$ cat src/scp_pkg.sv
// Package for the serial command and time parser.
// Event and colour codes, character constants and the time check result type.
// No dependencies.
package scp_pkg;

  typedef enum logic [1:0] {
    EV_COLOUR = 2'd0,
    EV_TIMER  = 2'd1,
    EV_ERROR  = 2'd2,
    EV_DEBUG  = 2'd3
  } event_kind_e;

  typedef enum logic [1:0] {
    COL_RED    = 2'd0,
    COL_YELLOW = 2'd1,
    COL_GREEN  = 2'd2
  } colour_e;

  localparam logic ERR_NON_DIGIT = 1'b0;
  localparam logic ERR_RANGE     = 1'b1;

  localparam int unsigned EntryLen = 6;
  localparam int unsigned SecsW    = 17;

  localparam logic [7:0] CH_CR     = 8'h0D;
  localparam logic [7:0] CH_LF     = 8'h0A;
  localparam logic [7:0] CH_ZERO   = 8'h30;
  localparam logic [7:0] CH_NINE   = 8'h39;
  localparam logic [7:0] CH_UP_A   = 8'h41;
  localparam logic [7:0] CH_UP_D   = 8'h44;
  localparam logic [7:0] CH_UP_G   = 8'h47;
  localparam logic [7:0] CH_UP_R   = 8'h52;
  localparam logic [7:0] CH_UP_Y   = 8'h59;
  localparam logic [7:0] CH_LO_A   = 8'h61;
  localparam logic [7:0] CH_LO_Z   = 8'h7A;
  localparam logic [7:0] CASE_DIFF = 8'h20;

  localparam logic [6:0] MAX_HOURS = 7'd23;
  localparam logic [6:0] MAX_MINSEC = 7'd59;

  typedef logic [EntryLen-1:0][3:0] digits_t;

  typedef struct packed {
    logic             range_err;
    logic [SecsW-1:0] secs;
  } time_res_t;

endpackage

$ cat src/serial_command_time_parser.sv
// Top level of the serial command and time parser.
// Input register, command/entry decode, result register. Depends on scp_pkg
// and scp_time_check.
//
//  channel | valid       | stall       | payload
//  --------+-------------+-------------+----------------------------------------
//  in      | in_valid_i  | in_stall_o  | rx_byte_i
//  out     | out_valid_o | out_stall_i | event_kind_o light_colour_o
//          |             |             | delay_seconds_o error_code_o debug_enabled_o
//
// One word per cycle while in_stall_o is low; input and result are both registered.
// The decode stage commits a word when the result register is free or the
// word gives no result, so words without results drain under output stall.
// Reset: no entry, timer colour red, debug flag on; digit store is not reset.
module serial_command_time_parser (
  input  logic                    clk_i,
  input  logic                    rst_ni,
  input  logic                    in_valid_i,
  output logic                    in_stall_o,
  input  logic [7:0]              rx_byte_i,
  output logic                    out_valid_o,
  input  logic                    out_stall_i,
  output logic [1:0]              event_kind_o,
  output logic [1:0]              light_colour_o,
  output logic [scp_pkg::SecsW-1:0] delay_seconds_o,
  output logic                    error_code_o,
  output logic                    debug_enabled_o
);
  import scp_pkg::*;

  logic        s1_valid_q, s1_valid_d;
  logic [7:0]  s1_byte_q;
  logic        entry_active_q, entry_active_d;
  logic [2:0]  entry_count_q, entry_count_d;
  logic        saw_non_digit_q, saw_non_digit_d;
  colour_e     timer_colour_q, timer_colour_d;
  logic        debug_flag_q, debug_flag_d;
  digits_t     digit_store_q;
  logic        out_valid_q, out_valid_d;

  event_kind_e kind_q, kind_d;
  colour_e     colour_q, colour_d;
  logic [SecsW-1:0] secs_q, secs_d;
  logic        err_q, err_d;
  logic        dbg_q, dbg_d;

  logic        has_result, store_we, advance, fire, accept;
  logic        is_digit, is_eol;
  logic [7:0]  upper;
  logic [3:0]  cur_digit;
  digits_t     full_digits;
  time_res_t   tres;

  assign is_digit  = (s1_byte_q >= CH_ZERO) && (s1_byte_q <= CH_NINE);
  assign is_eol    = (s1_byte_q == CH_CR) || (s1_byte_q == CH_LF);
  assign upper     = ((s1_byte_q >= CH_LO_A) && (s1_byte_q <= CH_LO_Z)) ?
                     s1_byte_q - CASE_DIFF : s1_byte_q;
  assign cur_digit = is_digit ? 4'(s1_byte_q - CH_ZERO) : 4'd0;

  always_comb begin
    full_digits = digit_store_q;
    full_digits[EntryLen-1] = cur_digit;
  end

  scp_time_check u_time_check (
    .digits_i(full_digits),
    .res_o   (tres)
  );

  always_comb begin
    has_result      = 1'b0;
    store_we        = 1'b0;
    entry_active_d  = entry_active_q;
    entry_count_d   = entry_count_q;
    saw_non_digit_d = saw_non_digit_q;
    timer_colour_d  = timer_colour_q;
    debug_flag_d    = debug_flag_q;
    kind_d          = EV_COLOUR;
    colour_d        = COL_RED;
    secs_d          = '0;
    err_d           = ERR_NON_DIGIT;
    dbg_d           = 1'b0;
    if (entry_active_q) begin
      if (is_eol) begin
        entry_active_d  = 1'b0;
        entry_count_d   = '0;
        saw_non_digit_d = 1'b0;
      end else if (entry_count_q == 3'(EntryLen - 1)) begin
        has_result      = 1'b1;
        entry_active_d  = 1'b0;
        entry_count_d   = '0;
        saw_non_digit_d = 1'b0;
        kind_d          = EV_ERROR;
        if (saw_non_digit_q || !is_digit) begin
          err_d = ERR_NON_DIGIT;
        end else if (tres.range_err) begin
          err_d = ERR_RANGE;
        end else begin
          kind_d   = EV_TIMER;
          colour_d = timer_colour_q;
          secs_d   = tres.secs;
        end
      end else begin
        store_we      = 1'b1;
        entry_count_d = entry_count_q + 3'd1;
        if (!is_digit) begin
          saw_non_digit_d = 1'b1;
        end
      end
    end else begin
      case (upper)
        CH_UP_A: begin
          entry_active_d  = 1'b1;
          entry_count_d   = '0;
          saw_non_digit_d = 1'b0;
        end
        CH_UP_R: begin
          has_result     = 1'b1;
          timer_colour_d = COL_RED;
          colour_d       = COL_RED;
        end
        CH_UP_Y: begin
          has_result     = 1'b1;
          timer_colour_d = COL_YELLOW;
          colour_d       = COL_YELLOW;
        end
        CH_UP_G: begin
          has_result     = 1'b1;
          timer_colour_d = COL_GREEN;
          colour_d       = COL_GREEN;
        end
        CH_UP_D: begin
          has_result   = 1'b1;
          debug_flag_d = !debug_flag_q;
          kind_d       = EV_DEBUG;
          dbg_d        = !debug_flag_q;
        end
        default: ;
      endcase
    end
  end

  assign advance    = !out_valid_q || !out_stall_i;
  assign fire       = s1_valid_q && (advance || !has_result);
  assign in_stall_o = s1_valid_q && !fire;
  assign accept     = in_valid_i && !in_stall_o;

  always_comb begin
    s1_valid_d = s1_valid_q;
    if (accept) begin
      s1_valid_d = 1'b1;
    end else if (fire) begin
      s1_valid_d = 1'b0;
    end
    out_valid_d = out_valid_q;
    if (advance) begin
      out_valid_d = fire && has_result;
    end
  end

  always_ff @(posedge clk_i or negedge rst_ni) begin
    if (!rst_ni) begin
      s1_valid_q      <= 1'b0;
      out_valid_q     <= 1'b0;
      entry_active_q  <= 1'b0;
      entry_count_q   <= '0;
      saw_non_digit_q <= 1'b0;
      timer_colour_q  <= COL_RED;
      debug_flag_q    <= 1'b1;
    end else begin
      s1_valid_q  <= s1_valid_d;
      out_valid_q <= out_valid_d;
      if (fire) begin
        entry_active_q  <= entry_active_d;
        entry_count_q   <= entry_count_d;
        saw_non_digit_q <= saw_non_digit_d;
        timer_colour_q  <= timer_colour_d;
        debug_flag_q    <= debug_flag_d;
      end
    end
  end

  always_ff @(posedge clk_i) begin
    if (accept) begin
      s1_byte_q <= rx_byte_i;
    end
    if (fire && store_we) begin
      digit_store_q[entry_count_q] <= cur_digit;
    end
    if (fire && has_result) begin
      kind_q   <= kind_d;
      colour_q <= colour_d;
      secs_q   <= secs_d;
      err_q    <= err_d;
      dbg_q    <= dbg_d;
    end
  end

  assign out_valid_o     = out_valid_q;
  assign event_kind_o    = kind_q;
  assign light_colour_o  = colour_q;
  assign delay_seconds_o = secs_q;
  assign error_code_o    = err_q;
  assign debug_enabled_o = dbg_q;

`ifndef ASSERT_OFF
  a_count_in_entry: assert property (@(posedge clk_i) disable iff (!rst_ni)
    (entry_count_q != 3'd0) |-> entry_active_q)
    else $error("entry count nonzero outside time entry");

  a_count_bound: assert property (@(posedge clk_i) disable iff (!rst_ni)
    entry_count_q < 3'(EntryLen))
    else $error("entry count past entry length");

  a_timer_range: assert property (@(posedge clk_i) disable iff (!rst_ni)
    (out_valid_q && kind_q == EV_TIMER) |-> (secs_q < SecsW'(86400)))
    else $error("timer delay out of range");

  a_secs_only_timer: assert property (@(posedge clk_i) disable iff (!rst_ni)
    (out_valid_q && kind_q != EV_TIMER) |-> (secs_q == '0))
    else $error("delay set on a non-timer event");

  a_stall_needs_word: assert property (@(posedge clk_i) disable iff (!rst_ni)
    in_stall_o |-> (s1_valid_q && out_valid_q && out_stall_i))
    else $error("input stalled without a blocked result");
`endif

endmodule

$ cat src/scp_time_check.sv
// Range check and seconds conversion of six HHMMSS digits.
// Depends on scp_pkg.
module scp_time_check (
  input  scp_pkg::digits_t  digits_i,
  output scp_pkg::time_res_t res_o
);
  import scp_pkg::*;

  logic [6:0] hours, mins, secs;

  assign hours = 7'(digits_i[0]) * 7'd10 + 7'(digits_i[1]);
  assign mins  = 7'(digits_i[2]) * 7'd10 + 7'(digits_i[3]);
  assign secs  = 7'(digits_i[4]) * 7'd10 + 7'(digits_i[5]);

  assign res_o.range_err = (hours > MAX_HOURS) || (mins > MAX_MINSEC) || (secs > MAX_MINSEC);
  assign res_o.secs      = SecsW'(hours) * SecsW'(3600) + SecsW'(mins) * SecsW'(60)
                         + SecsW'(secs);

endmodule
$ cat config.mk
export PLATFORM = sky130hd
export DESIGN_NAME = serial_command_time_parser
export DESIGN_NICKNAME = d
export VERILOG_FILES = /design/src/scp_pkg.sv /design/src/serial_command_time_parser.sv /design/src/scp_time_check.sv
export SDC_FILE = /design/constraint.sdc
export NUM_CORES = 1
export LEC_CHECK = 0
export BUFFER_PORTS_ARGS = -buffer_cell sky130_fd_sc_hd__buf_2
export CAP_MARGIN = 40
export CORE_ASPECT_RATIO = 0.9
export CORE_MARGIN = 2
export CORE_UTILIZATION = 50
export DETAILED_ROUTE_END_ITERATION = 10
export HOLD_SLACK_MARGIN = 0.08
export PLACE_DENSITY = 0.7
export SYNTH_ARGS = -nofsm -noshare
export SYNTH_HDL_FRONTEND = slang
export SYNTH_HIERARCHICAL = 1
export SYNTH_SLANG_ARGS = --single-unit
$ cat constraint.sdc
create_clock -name clk_i -period 15.79 [get_ports clk_i]
set_clock_uncertainty 0.05 [all_clocks]
set_input_delay 0.7895 -clock clk_i [delete_from_list [all_inputs] [get_ports clk_i]]
set_output_delay 0.7895 -clock clk_i [all_outputs]
set_load 0.02 [all_outputs]
==> results.toml <==
[outcome]
outcome = "completed"

[synthesis]
synth_top_area_share_pct = 29.2
yosysWarningCount = 6
synthCells = 487
synth_flop_cell = "edfxtp_1"
async_flop_share_pct = 16.4
seq_area_frac_synth_pct = 34.0
synth_edf_count = 51
synth_seq_cells = 61
synth_common_cells = "85 x ha_1, 54 x inv_1, 51 x edfxtp_1, 32 x xnor2_1, 28 x nor2_1"
synth_cell_type_count = 62
syn_area_um2 = 5240
yosysMostFrequentCell = "ha_1"
synth_top_area_cell = "edfxtp_1"
syn-num-nets = 605
yosys-top-cells-area = "edfxtp_1 29%, ha_1 20%, fa_1 8.0%, xnor2_1 5.4%, dfrtp_1 4.3%"
synth_area_per_cell_um2 = 10.8

[routing]
post_drt_wl_per_cell_um = 14.7
drtIter0Drc = 128
post-route-drc-count = 0
drt_pass1_iterations = 5
antenna_left = 0
via_per_inst = 5.38
vias = 3570
drt_wl_total_um = 9750

[floorplanning]
start_util_pct = 51.3
die_area_um2 = 11300
die_y_um = 101
die_w_um = 112
num_rows = 35
pin_count = 37
core-area_um2 = 10200

[sta]
finalHoldViolations = 0
period_minus_slack_ps = 5980
finalSetupViolations = 0
slew_viol_final = 0
tightest_slew_ps = 876
fmax_mhz = 167
finalSetupTns_ps = 0
slew_headroom_pct = 40.8
period_share_pct = 37.9
rsz0062_at_grt = "false"

[grt]
overflow = 0
antenna_found_initial = 0
grt_pass1_wl_um = 16500
grt_usage_pct = 18.3
grt_pass1_vias = 3633
grt_max_degree = 22

[setup_path]
worstSetupEndpointType = "register"
cp_slowest_stage_delay_ps = 570
worst_setup_path_start_kind = "register"
crit_type = "register to register"
worst_path_dominant_cell_family = "adder cells"
crit_fanout = 6
crit_path_top_delay_cell = "fa_1"
crit_required_ps = 15830
crit_path_frequent_cell = "ha_1"
crit_buf_inv = 2
crit_chain = "ha_1, ha_1, fa_1, xnor2_1, inv_1, fa_1, inv_1, ha_1, a21oi_1, a2bb2oi_1, nor2b_1, xnor2_1, ha_1, ha_1, o21ai_0, o21bai_1, a21o_1, a221o_1, xor2_1, and2_1"
crit_arrival_ps = 6020

[place]
hpwl_um = 8040
io_buffers = 36
gp_congestion = 0.879

[clocking]
clkLatencyLatePin_ps = 330
cts.path.max_buffers = 2
cts-root-buf = "clkbuf_16"
ctsResizeCount = 0
cts.htree.levels = 3
clkTransAtPathRegs_ps = 60
post_cts_hold_buffer_count = 0
post_cts_buffers = 0
cts_tree = "yes"
cts_buffers = 9
clock-sinks = 61

[min_path]
hold_path_class = "input pin to async pin"

[final_layout]
antenna_cells = 0
area_delta_synth_final_pct = 11.4
final_nets = 647
drive_gt1_share_pct = 14.0

[flow_run]
drv_cap = 0
## path summary, 6_finish.rpt
path,from,endpoint,slack [ps],cells past startpoint
min in group clk_i,debug_flag_q,debug_flag_q,450,1
worst min register to register,debug_flag_q,debug_flag_q,450,1
worst max register to register,digit_store_q[9],delay_seconds_o[14],9810,20
worst min-delay path,rst_ni,out_valid_o,260,1
worst max-delay path,digit_store_q[9],delay_seconds_o[14],9810,20
max in group asynchronous,rst_ni,debug_flag_q,15150,1
## per-stage QoR
stage | hold slack (ps) | cell area [µm²] | cells | util (%) | worst slack (ps)
final | 264 | 5830 | 663 | 57.2 | 9810
after global routing | 274 | 5830 | 663 | 57.2 | 9450
after CTS | 265 | 5830 | 663 | 57.2 | 9800
after detailed placement | 448 | 5570 | 647 | 54.6 | 9820
after global placement | 430 | 5540 | 644 | 54.3 | 10030
after floorplan | 417 | 5240 | 487 | - | 10240
## worst register-to-register path, stage by stage, from the launching register on
cell,delay [ps]
edfxtp_1,450
ha_1,320
ha_1,210
fa_1,480
xnor2_1,530
inv_1,200
fa_1,570
inv_1,50
ha_1,330
a21oi_1,220
a2bb2oi_1,230
nor2b_1,180
xnor2_1,150
ha_1,260
ha_1,380
o21ai_0,190
o21bai_1,100
a21o_1,180
a221o_1,380
xor2_1,160
and2_1,140
## logic make-up after synthesis
| group | synth area share (%) |
|---|---|
| flip-flops | 34.0 |
| multiplexers | 0.191 |
| adder cells (fa/ha/maj) | 28.3 |
| XOR/XNOR | 7.81 |
| buffers and inverters | 4.63 |
| AND/OR/NAND/NOR | 12.9 |
| AO/OA/AOI/OAI | 12.1 |
## state kept, by name, indices dropped and copies added (netlist names), 2 cells and up
| register | count |
|---|---|
| delay_seconds_o | 17 |
| s1_byte_q | 8 |
| digit_store_q | 20 |
| timer_colour_q | 2 |
| light_colour_o | 2 |
| entry_count_q | 3 |
| event_kind_o | 2 |
## routing by layer
| layer | part of all wire, % | GRT usage [%] | vias up |
|---|---|---|---|
| met1 | 45 | 21.8 | 1687 |
| met3 | 3.2 | 3.67 | 19 |
| met2 | 50 | 32.5 | 57 |
| met5 | 0 | 0 | - |
| li1 | - | - | 1807 |
| met4 | 2.2 | 7.98 | 0 |
## cell usage in the layout, fill, tap and decap left out, types with 11 or more instances in the layout
cell type	netlist	final
nand2_1	24	24
edfxtp_1	51	51
and2_1	18	18
buf_2	2	37
xor2_1	11	11
a21oi_1	22	22
xnor2_1	32	32
nor2_1	28	28
o21ai_0	15	15
a21o_1	12	12
inv_1	54	54
fa_1	21	21
ha_1	85	85
## final cells by class
type                       count  area [µm²]
clock buffer                  10         229
clock inverter                 6        38.8
fill                         864        4370
inverter                      54         203
multi-input combinational    364        3210
sequential                    61        1780
tap                          129         161
timing repair buffer          39         208
Power is not shown: default switching activity piles up to over one toggle a cycle in this logic, so the estimate is an artifact.
